`src/rtl/ddr_read_phase_window_finder_top_defines.svh`:
```
// ----------------------------------------------------------------------------
// Read phase window finder: assertion macros
// Shared concurrent assertion shorthands; each expects clk and rst_n in scope.
// ----------------------------------------------------------------------------
`ifndef DDR_READ_PHASE_WINDOW_FINDER_TOP_DEFINES_SVH
`define DDR_READ_PHASE_WINDOW_FINDER_TOP_DEFINES_SVH

// Check a condition in the same cycle as its trigger.
`define RPWF_ASSERT_SAME(lbl, trig, cond, msg) \
  lbl: assert property (@(posedge clk) disable iff (!rst_n) (trig) |-> (cond)) \
    else $error(msg);

// Check a condition in the cycle after its trigger.
`define RPWF_ASSERT_NEXT(lbl, trig, cond, msg) \
  lbl: assert property (@(posedge clk) disable iff (!rst_n) (trig) |=> (cond)) \
    else $error(msg);

`endif

```
`src/rtl/rpwf_pkg.sv`:
```
// ----------------------------------------------------------------------------
// Read phase window finder package
// Shared widths, register indexes, verdict codes and bundle types.
// ----------------------------------------------------------------------------
package rpwf_pkg;

  localparam int PHASES    = 160;
  localparam int SCORE_W   = 4;
  localparam int PHASE_W   = 8;
  localparam int SUM_W     = 12;
  localparam int CFG_IDX_W = 2;
  localparam int CFG_DAT_W = 12;

  localparam logic [CFG_IDX_W-1:0] CFG_IDX_THRESHOLD  = 2'd0;
  localparam logic [CFG_IDX_W-1:0] CFG_IDX_MIN_WINDOW = 2'd1;
  localparam logic [CFG_IDX_W-1:0] CFG_IDX_PERFECT    = 2'd2;

  localparam logic [SCORE_W-1:0] THRESHOLD_RST  = 4'd14;
  localparam logic [PHASE_W-1:0] MIN_WINDOW_RST = 8'd8;
  localparam logic [SUM_W-1:0]   PERFECT_RST    = 12'd2400;

  typedef enum logic [1:0] {
    VERDICT_NO_WINDOW  = 2'd0,
    VERDICT_TOO_NARROW = 2'd1,
    VERDICT_ACCEPTED   = 2'd2,
    VERDICT_SIMULATION = 2'd3
  } verdict_t;

  typedef struct packed {
    logic [SCORE_W-1:0] good_threshold;
    logic [PHASE_W-1:0] min_window;
    logic [SUM_W-1:0]   perfect_total;
  } cfg_t;

  typedef struct packed {
    verdict_t           verdict;
    logic [PHASE_W-1:0] center_phase;
    logic [PHASE_W-1:0] window_length;
    logic [SUM_W-1:0]   total_score;
  } result_t;

endpackage

```
`src/rtl/rpwf_cfg_regs.sv`:
```
// ----------------------------------------------------------------------------
// Read phase window finder configuration registers
// Write-only register file for threshold, minimum window and perfect total.
// ----------------------------------------------------------------------------
module rpwf_cfg_regs (
  input  logic                           clk,
  input  logic                           rst_n,
  input  logic                           wr_en,
  input  logic [rpwf_pkg::CFG_IDX_W-1:0] wr_index,
  input  logic [rpwf_pkg::CFG_DAT_W-1:0] wr_data,
  output rpwf_pkg::cfg_t                 cfg
);

  rpwf_pkg::cfg_t cfg_r;
  rpwf_pkg::cfg_t cfg_nxt;

  always_comb begin
    cfg_nxt = cfg_r;
    if (wr_en) begin
      case (wr_index)
        rpwf_pkg::CFG_IDX_THRESHOLD:
          cfg_nxt.good_threshold = wr_data[rpwf_pkg::SCORE_W-1:0];
        rpwf_pkg::CFG_IDX_MIN_WINDOW:
          cfg_nxt.min_window = wr_data[rpwf_pkg::PHASE_W-1:0];
        rpwf_pkg::CFG_IDX_PERFECT:
          cfg_nxt.perfect_total = wr_data[rpwf_pkg::SUM_W-1:0];
        default: ;  // drop writes to unused indexes
      endcase
    end
  end

  always_ff @(posedge clk) begin
    if (!rst_n) begin
      cfg_r.good_threshold <= rpwf_pkg::THRESHOLD_RST;
      cfg_r.min_window     <= rpwf_pkg::MIN_WINDOW_RST;
      cfg_r.perfect_total  <= rpwf_pkg::PERFECT_RST;
    end else begin
      cfg_r <= cfg_nxt;
    end
  end

  assign cfg = cfg_r;

endmodule

```
`src/rtl/rpwf_sweep.sv`:
```
// ----------------------------------------------------------------------------
// Read phase window finder sweep tracker
// Per-phase run tracking, best window, score sum and end-of-sweep verdict.
// ----------------------------------------------------------------------------
`include "ddr_read_phase_window_finder_top_defines.svh"

module rpwf_sweep (
  input  logic                         clk,
  input  logic                         rst_n,
  input  logic                         step,
  input  logic [rpwf_pkg::SCORE_W-1:0] score,
  input  logic                         last,
  input  rpwf_pkg::cfg_t               cfg,
  output logic                         final_step,
  output rpwf_pkg::result_t            result
);

  logic [rpwf_pkg::PHASE_W-1:0] phase_r,  phase_nxt;
  logic                         open_r,   open_nxt;
  logic [rpwf_pkg::PHASE_W-1:0] start_r,  start_nxt;
  logic [rpwf_pkg::PHASE_W-1:0] blen_r,   blen_nxt;
  logic [rpwf_pkg::PHASE_W-1:0] bctr_r,   bctr_nxt;
  logic [rpwf_pkg::SUM_W-1:0]   sum_r,    sum_nxt;

  logic                         good;
  logic [rpwf_pkg::PHASE_W-1:0] run_len;
  logic                         open_upd;
  logic [rpwf_pkg::PHASE_W-1:0] start_upd;
  logic [rpwf_pkg::PHASE_W-1:0] len_upd;
  logic [rpwf_pkg::PHASE_W-1:0] ctr_upd;
  logic [rpwf_pkg::SUM_W-1:0]   sum_upd;

  assign good       = (score >= cfg.good_threshold);
  assign run_len    = phase_r - start_r;
  assign sum_upd    = sum_r + rpwf_pkg::SUM_W'(score);
  assign final_step = last ||
                      (phase_r >= rpwf_pkg::PHASE_W'(rpwf_pkg::PHASES - 1));

  // Close the run on a bad phase; keep only a strictly longer run.
  always_comb begin
    open_upd = open_r;
    start_upd = start_r;
    len_upd = blen_r;
    ctr_upd = bctr_r;
    if (!open_r && good) begin
      start_upd = phase_r;
      open_upd  = 1'b1;
    end else if (open_r && !good) begin
      open_upd = 1'b0;
      if (run_len > blen_r) begin
        len_upd = run_len;
        ctr_upd = start_r + (run_len >> 1);
      end
    end
  end

  always_comb begin
    result.center_phase  = ctr_upd;
    result.window_length = len_upd;
    result.total_score   = sum_upd;
    if (sum_upd == cfg.perfect_total) begin
      result.verdict = rpwf_pkg::VERDICT_SIMULATION;
    end else if (len_upd == '0) begin
      result.verdict = rpwf_pkg::VERDICT_NO_WINDOW;
    end else if (len_upd < cfg.min_window) begin
      result.verdict = rpwf_pkg::VERDICT_TOO_NARROW;
    end else begin
      result.verdict = rpwf_pkg::VERDICT_ACCEPTED;
    end
  end

  // Clear the sweep after the final step.
  always_comb begin
    if (final_step) begin
      phase_nxt = '0;
      open_nxt  = 1'b0;
      start_nxt = '0;
      blen_nxt  = '0;
      bctr_nxt  = '0;
      sum_nxt   = '0;
    end else begin
      phase_nxt = phase_r + 1'b1;
      open_nxt  = open_upd;
      start_nxt = start_upd;
      blen_nxt  = len_upd;
      bctr_nxt  = ctr_upd;
      sum_nxt   = sum_upd;
    end
  end

  always_ff @(posedge clk) begin
    if (!rst_n) begin
      phase_r <= '0;
      open_r  <= 1'b0;
      start_r <= '0;
      blen_r  <= '0;
      bctr_r  <= '0;
      sum_r   <= '0;
    end else if (step) begin
      phase_r <= phase_nxt;
      open_r  <= open_nxt;
      start_r <= start_nxt;
      blen_r  <= blen_nxt;
      bctr_r  <= bctr_nxt;
      sum_r   <= sum_nxt;
    end
  end

  `RPWF_ASSERT_SAME(a_phase_range, 1'b1,
    phase_r <= rpwf_pkg::PHASE_W'(rpwf_pkg::PHASES - 1), "phase index past sweep end")
  `RPWF_ASSERT_NEXT(a_sweep_cleared, step && final_step,
    phase_r == '0 && !open_r && sum_r == '0, "sweep state not cleared after final step")
  `RPWF_ASSERT_SAME(a_no_window_center, blen_r == '0,
    bctr_r == '0, "center set without a window")

endmodule

```
`src/rtl/ddr_read_phase_window_finder_top.sv`:
```
// ----------------------------------------------------------------------------
// DDR read phase window finder, top level
// Finds the widest passing read-phase window of a sweep and grades it.
// ----------------------------------------------------------------------------
// Usage:
//   Send one input transaction per phase step of a read-clock sweep:
//   in_good_count is the number of passing reads at that phase and
//   in_last_phase marks the final step. A step at phase 159 ends the sweep
//   even without in_last_phase.
//   Only the final step of a sweep produces an output transaction carrying
//   the verdict (no window, too narrow, accepted, simulation), the center
//   and length of the longest closed run, and the summed score.
//   An accepted step is registered, processed by the tracker, and a final
//   step's result is registered in turn and presented on out_valid.
//   Throughput: one step per cycle through the tracker between the input
//   register and the result register, unless a final step is held back.
//   A held result stalls only a final step behind it; ordinary steps keep
//   flowing. in_ready drops only while a final step waits on a full result
//   register that out_ready does not drain.
//   Reset (rst_n low, synchronous) empties both registers, clears the sweep
//   and restores threshold 14, minimum window 8, perfect total 2400.
//   Write configuration through cfg_wr_en / cfg_index / cfg_wdata while
//   idle; unknown indexes are ignored.
// ----------------------------------------------------------------------------
`include "ddr_read_phase_window_finder_top_defines.svh"

module ddr_read_phase_window_finder_top (
  input  logic                           clk,
  input  logic                           rst_n,
  // step input
  input  logic                           in_valid,
  output logic                           in_ready,
  input  logic [rpwf_pkg::SCORE_W-1:0]   in_good_count,
  input  logic                           in_last_phase,
  // sweep result
  output logic                           out_valid,
  input  logic                           out_ready,
  output logic [1:0]                     out_verdict,
  output logic [rpwf_pkg::PHASE_W-1:0]   out_center_phase,
  output logic [rpwf_pkg::PHASE_W-1:0]   out_window_length,
  output logic [rpwf_pkg::SUM_W-1:0]     out_total_score,
  // configuration writes
  input  logic                           cfg_wr_en,
  input  logic [rpwf_pkg::CFG_IDX_W-1:0] cfg_index,
  input  logic [rpwf_pkg::CFG_DAT_W-1:0] cfg_wdata
);

  rpwf_pkg::cfg_t    cfg;
  rpwf_pkg::result_t sweep_res;

  // input register
  logic                         in_vld_r, in_vld_nxt;
  logic [rpwf_pkg::SCORE_W-1:0] in_score_r;
  logic                         in_last_r;

  // result register
  logic                         out_vld_r, out_vld_nxt;
  rpwf_pkg::result_t            out_res_r;

  logic in_fire;
  logic out_free;
  logic is_final;
  logic step;

  rpwf_cfg_regs u_cfg (
    .clk      (clk),
    .rst_n    (rst_n),
    .wr_en    (cfg_wr_en),
    .wr_index (cfg_index),
    .wr_data  (cfg_wdata),
    .cfg      (cfg)
  );

  rpwf_sweep u_sweep (
    .clk        (clk),
    .rst_n      (rst_n),
    .step       (step),
    .score      (in_score_r),
    .last       (in_last_r),
    .cfg        (cfg),
    .final_step (is_final),
    .result     (sweep_res)
  );

  // The result slot is free when empty or being drained this cycle.
  assign out_free = !out_vld_r || out_ready;
  // Advance a held step; a final step also needs the result slot.
  assign step     = in_vld_r && (!is_final || out_free);
  assign in_ready = !in_vld_r || step;
  assign in_fire  = in_valid && in_ready;

  always_comb begin
    in_vld_nxt  = in_fire || (in_vld_r && !step);
    out_vld_nxt = (step && is_final) || (out_vld_r && !out_ready);
  end

  always_ff @(posedge clk) begin
    if (!rst_n) begin
      in_vld_r  <= 1'b0;
      out_vld_r <= 1'b0;
    end else begin
      in_vld_r  <= in_vld_nxt;
      out_vld_r <= out_vld_nxt;
    end
  end

  // Payload registers: capture on accept, hold otherwise.
  always_ff @(posedge clk) begin
    if (in_fire) begin
      in_score_r <= in_good_count;
      in_last_r  <= in_last_phase;
    end
    if (step && is_final) begin
      out_res_r <= sweep_res;
    end
  end

  assign out_valid         = out_vld_r;
  assign out_verdict       = out_res_r.verdict;
  assign out_center_phase  = out_res_r.center_phase;
  assign out_window_length = out_res_r.window_length;
  assign out_total_score   = out_res_r.total_score;

  `RPWF_ASSERT_SAME(a_final_needs_slot, step && is_final,
    out_free, "final step overwrote a pending result")
  `RPWF_ASSERT_NEXT(a_result_held, out_vld_r && !out_ready && !(step && is_final),
    out_vld_r && $stable(out_res_r), "pending result lost or changed")
  `RPWF_ASSERT_NEXT(a_ordinary_step_flows, in_vld_r && !is_final,
    !in_vld_r || $past(in_fire), "ordinary step was held back")

endmodule

```
`config.mk`:
```
export PLATFORM = sky130hd
export DESIGN_NAME = ddr_read_phase_window_finder_top
export DESIGN_NICKNAME = d
export VERILOG_FILES = /design/src/rtl/rpwf_pkg.sv /design/src/rtl/rpwf_cfg_regs.sv /design/src/rtl/rpwf_sweep.sv /design/src/rtl/ddr_read_phase_window_finder_top.sv
export VERILOG_INCLUDE_DIRS = /design/src /design/src/rtl
export SDC_FILE = /design/constraint.sdc
export NUM_CORES = 1
export LEC_CHECK = 0
export ABC_AREA = 1
export BUFFER_PORTS_ARGS = -buffer_cell sky130_fd_sc_hd__buf_2
export CORE_MARGIN = 2
export CORE_UTILIZATION = 39
export CTS_BUF_LIST = sky130_fd_sc_hd__clkbuf_8 sky130_fd_sc_hd__clkbuf_16
export CTS_CLUSTER_SIZE = 25
export DETAILED_ROUTE_END_ITERATION = 6
export SLEW_MARGIN = 20
export SYNTH_ARGS = -nofsm -noshare
export SYNTH_HDL_FRONTEND = slang
export SYNTH_SLANG_ARGS = --single-unit
```
`constraint.sdc`:
```
create_clock -name clk -period 4.2 [get_ports clk]
set_input_delay 0.84 -clock clk [delete_from_list [all_inputs] [get_ports clk]]
set_output_delay 0.84 -clock clk [all_outputs]
set_load 0.05 [all_outputs]
```
[Word level (Yosys, flattened, before mapping)]
Cells that the tools add are included.
Cells by class
  add/sub/neg operators: 4
  multiplexer cells: 17
  reduce and logical (&&, ||, !) cells: 29
  eq/ne operators: 3
  $lt $le $gt $ge: 4
Operators with widths (count)
  2-to-1 mux 8 bit: 11
  adder 12 x 4 -> 12 bit: 1
  equality test 12 bit: 1
  2-to-1 mux 12 bit: 1
  AND reduction 2 bit: 5
  adder 8 x 1 -> 8 bit, second input constant: 1
  adder 8 x 7 -> 8 bit: 1
  >= comparator 8 bit, second input constant: 1
  greater-than comparator 8 bit: 1
  zero test 8 bit: 1
  < comparator 8 bit: 1
  subtractor 8 bit: 1
  logical AND 1 bit: 7
  zero test 1 bit: 7
  logical OR 1 bit: 6
  >= comparator 4 bit: 1
  2-to-1 mux 2 bit: 2
  2-to-1 mux 1 bit: 3
  nonzero test 3 bit: 1
  equality test 2 x 1 -> 1 bit, second input constant: 1
  equality test 2 bit, second input constant: 1
  zero test 2 bit: 1
  nonzero test 2 bit: 1
Word-level totals
  register bits after elaboration: 106
  input port bits: 24
  word-level logic and storage cells: 74
  output and inout port bits: 32

[Logic depth before layout (Yosys ltp)]
  depth after elaboration: 8
  mapped depth: 29
  mapped depth without buffers: 29

[By module]
A second synthesis with hierarchy kept.
Unflattened totals
  cells, all modules: 743
  area total of the unflattened synthesis: 5824.3 um^2
By module, submodules not included
  rpwf_sweep: times used 1, area each 3666.0 um^2, cells an instance 549, seq. area each 900.9 um^2
  ddr_read_phase_window_finder_top: times used 1, area each 1172.4 um^2, cells an instance 54, seq. area each 1091.0 um^2
  rpwf_cfg_regs: times used 1, area each 985.9 um^2, cells an instance 140, seq. area each 480.5 um^2

[Least setup slack after synthesis]
Ideal clock, no wire load.
  path kind: flip-flop to flip-flop
  start point: register u_sweep.start_r[2] in the netlist's numbering
  end point: register out_res_r, in the netlist out_verdict[1], data pin
  setup slack: 555 ps
  buffers on the path: 1
  library setup time: 253 ps
  cell stages (with the launch flop): 25
  required time: 3947 ps
  data arrival time: 3391 ps
  clock period less this slack: 3645 ps
  cell sequence: dfxtp_1 -> inv_1 -> ha_1 -> a21oi_1 -> or2_2 -> nand3_1 -> nand2_1 -> nand2_1 -> inv_1 -> ha_1 -> a21o_1 -> a21oi_1 -> nand2_1 -> nand2_4 -> inv_2 -> buf_2 -> o21ai_0 -> inv_1 -> ha_1 -> a21oi_1 -> nor2_1 -> a211oi_1 -> nand2_1 -> nand2_1 -> nand2_1
RTL lines
  start, declared: RTL line rpwf_sweep.sv:20  | logic [rpwf_pkg::PHASE_W-1:0] start_r, start_nxt;
  start signal, assigned: RTL line rpwf_sweep.sv:102  | start_r <= start_nxt;
  end signal, assigned: RTL line ddr_read_phase_window_finder_top.sv:114  | out_res_r <= sweep_res;
  end, declared: RTL line ddr_read_phase_window_finder_top.sv:58  | rpwf_pkg::result_t out_res_r;

==> impl_metrics.json <==
{
  "p_leak_uw": 0.002902,
  "maxCapViolations": 0,
  "cp.arrival_ps": 3970,
  "synth_edf_count": 35,
  "instances_no_fill": 956,
  "clkSlewWorstSetupHoldPaths_ps": 70,
  "crit_path_end_kind": "flop",
  "clk_latency_ps": 360,
  "netlist_area_um2": 5654,
  "core-area_um2": 14370,
  "worst_pin_slew_ps": 937.0,
  "grt_pass1_vias": 4532,
  "area_delta_synth_final_pct": 14.41,
  "min_period_ps": 3852,
  "gr-total-overflow": 0,
  "cts_tree": "yes",
  "worstSetupPathType": "reg -> reg",
  "finalPower_uw": 2131,
  "drtIter0Drc": 297,
  "fin_nets": 832,
  "synth.distinct_cells": 39,
  "synth_area_leaders": "dfxtp_1, edfxtp_1, nand2_1",
  "antenna_found_initial": 0,
  "fin_crit_sh_pct": 91.71,
  "outcome": "finished clean",
  "cts_hold_buf": 0,
  "htreeDepth": 3,
  "synthesis.nets": 776,
  "first_pass_iters": 5,
  "fillers": 1423,
  "io_pins": 56,
  "synth_top_area_share_pct": 25.14,
  "postRouteAntennaNets": 0,
  "yosysWarnings": 0,
  "ir_worst_vdd_mv": 0.2024,
  "fmax_ghz": 0.2596,
  "dp_hpwl_mm": 9.357,
  "hold_viol": 0,
  "routed_wl_mm": 12.49,
  "worstPathRequired_ps": 4310,
  "seq_area_frac_synth_pct": 43.73,
  "grt_max_degree": 40,
  "drc": 0,
  "grt_setup_unrepaired": "false",
  "relSlewSlack_pct": 37.05,
  "die_y_um": 124.4,
  "setup_violations": 0,
  "synth_top_area_cell": "dfxtp_1",
  "grt_pass1_wl_mm": 21.26,
  "cts.repair.resized": 0,
  "ys.flop_type": "dfxtp_1",
  "cts_inserted_buffers": 9,
  "globalplace.congestion": 0.9028,
  "powerDensity_nw_per_um2": 329.5,
  "fin_tns_setup_ps": 0,
  "synth_most_common_cell": "nand2_1",
  "clock_skew_ps": 12.66,
  "cts.sinks": 106,
  "avgViaCountPerCell": 4.916,
  "slew_violations": 0,
  "drive_gt1_share_pct": 14.90,
  "dieArea_um2": 15480,
  "root_buffer": "clkbuf_16",
  "clk_path_buf_depth": 2,
  "synth_commonest_cells": "nand2_1, inv_1, dfxtp_1",
  "hold_class": "reg -> reg",
  "port_buffers": 55,
  "start_kind": "flop",
  "dp_cells": 940,
  "rows": 44,
  "syn_avg_cell_area_um2": 7.952,
  "synthCells": 711,
  "post-cts-setup-buffers": 0,
  "ys_async_sr_fraction_pct": 0,
  "track_usage_pct": 16.80,
  "worst-path-max-fanout": 18,
  "initial_core_util_pct": 39.35,
  "wire_per_inst_um": 13.07,
  "die_w_um": 124.4,
  "vias": 4700,
  "synth-seq-cells": 106,
  "antenna_cells": 0
}
## cell families (layout without fill, tap and decap cells)
kind of cell / count (synthesis) / in the layout / share of synthesized area (%)
simple gates: 299 / 299 / 22.99
compound gates: 122 / 122 / 12.06
buf+inv: 121 / 182 / 8.210
flops: 106 / 106 / 43.73
fa+ha+maj: 41 / 41 / 9.471
xor+xnor: 22 / 22 / 3.541
## placed cells by master (no fill, tap or decap), drive strengths merged, types with 4 or more instances in the layout
master  instances
clkbuf         10
ha             38
xor2           15
nand4           9
nor2           36
edfxtp         35
inv           104
o211ai          9
buf            63
nand3          32
o21ai          33
clkinv          4
a21oi          72
nand2         204
dfxtp          71
xnor2           7
nor3            9
## through the flow
step                      worst slack, ps  util (%)  hold WS [ps]  cell area, um^2
after floorplan                     555.2         -         435.3             5654
after global placement              249.4     42.80         452.8             6150
after detailed placement            231.3     42.80         459.5             6150
after CTS                           213.6     44.86         469.4             6446
after global routing                23.54     45.02         488.8             6469
final                               348.3     45.02         468.9             6469
## path summary, 6_finish.rpt
check	cells after the start	endpoint	startpoint	slack [ps]
setup / recovery	27	out_verdict[1]	u_sweep.start_r[3]	350
hold / removal	2	u_cfg.cfg[13]	u_cfg.cfg[13]	470
setup reg to reg	27	out_verdict[1]	u_sweep.start_r[3]	350
hold reg to reg	2	u_cfg.cfg[13]	u_cfg.cfg[13]	470
## critical path, stage by stage (launching register included)
cell and delay (ps):
dfxtp_1 410, inv_1 70, ha_1 360, nand2_1 90, or2_2 320, nand3_1 70, nand2_1 50, nand2_1 100
inv_1 80, ha_1 290, nand2_1 80, nor2_1 50, nand2_1 50, nand2_1 50, nor2_2 180, nand2_4 80
buf_4 190, o21ai_0 210, inv_1 130, ha_1 290, nand2_1 70, nand2_1 50, nand2_1 50, nand2_1 60
nand2_1 80, nand2_1 50, nand2_1 50, nand2_1 40
## final cells by class
type                    count  area, um^2  area share, %
well taps                 184       230.2          3.559
repair buffers             63       335.3          5.184
flip-flops and latches    106        2474          38.24
multi-input cells         484        2739          42.34
clock inverters             6       46.29         0.7157
inverters                 103       394.1          6.093
clock buffers              10       250.2          3.868
## state kept, by name, indices dropped and copies added, names as in the netlist
signal and cells:
in_score_r 4, out_total_score 12, u_sweep.sum_r 12, out_window_length 8
out_center_phase 8, u_sweep.bctr_r 8, u_cfg.cfg 24, in_vld_r 1
u_sweep.open_r 1, u_sweep.start_r 8, out_verdict 2, in_last_r 1
u_sweep.blen_r 8, u_sweep.phase_r 8, out_valid 1
## power by group
group,leakage [uW],switching (uW),internal (uW),total [uW]
registers,0.000908,12.1,1080,1100
clock network,0.000146,395,442,837
logic,0.00185,139,58.5,198
## per-layer routing
metal / global-route usage, % / part of all wire [%] / up-vias
met3: 2.663 / 3.6 / 17
met2: 27.68 / 46 / 82
met1: 22.08 / 48 / 2172
met5: 0 / 0 / -
met4: 6.808 / 2.0 / 0
li1: - / - / 2429
No activity file was read; power rests on OpenSTA's default activity.
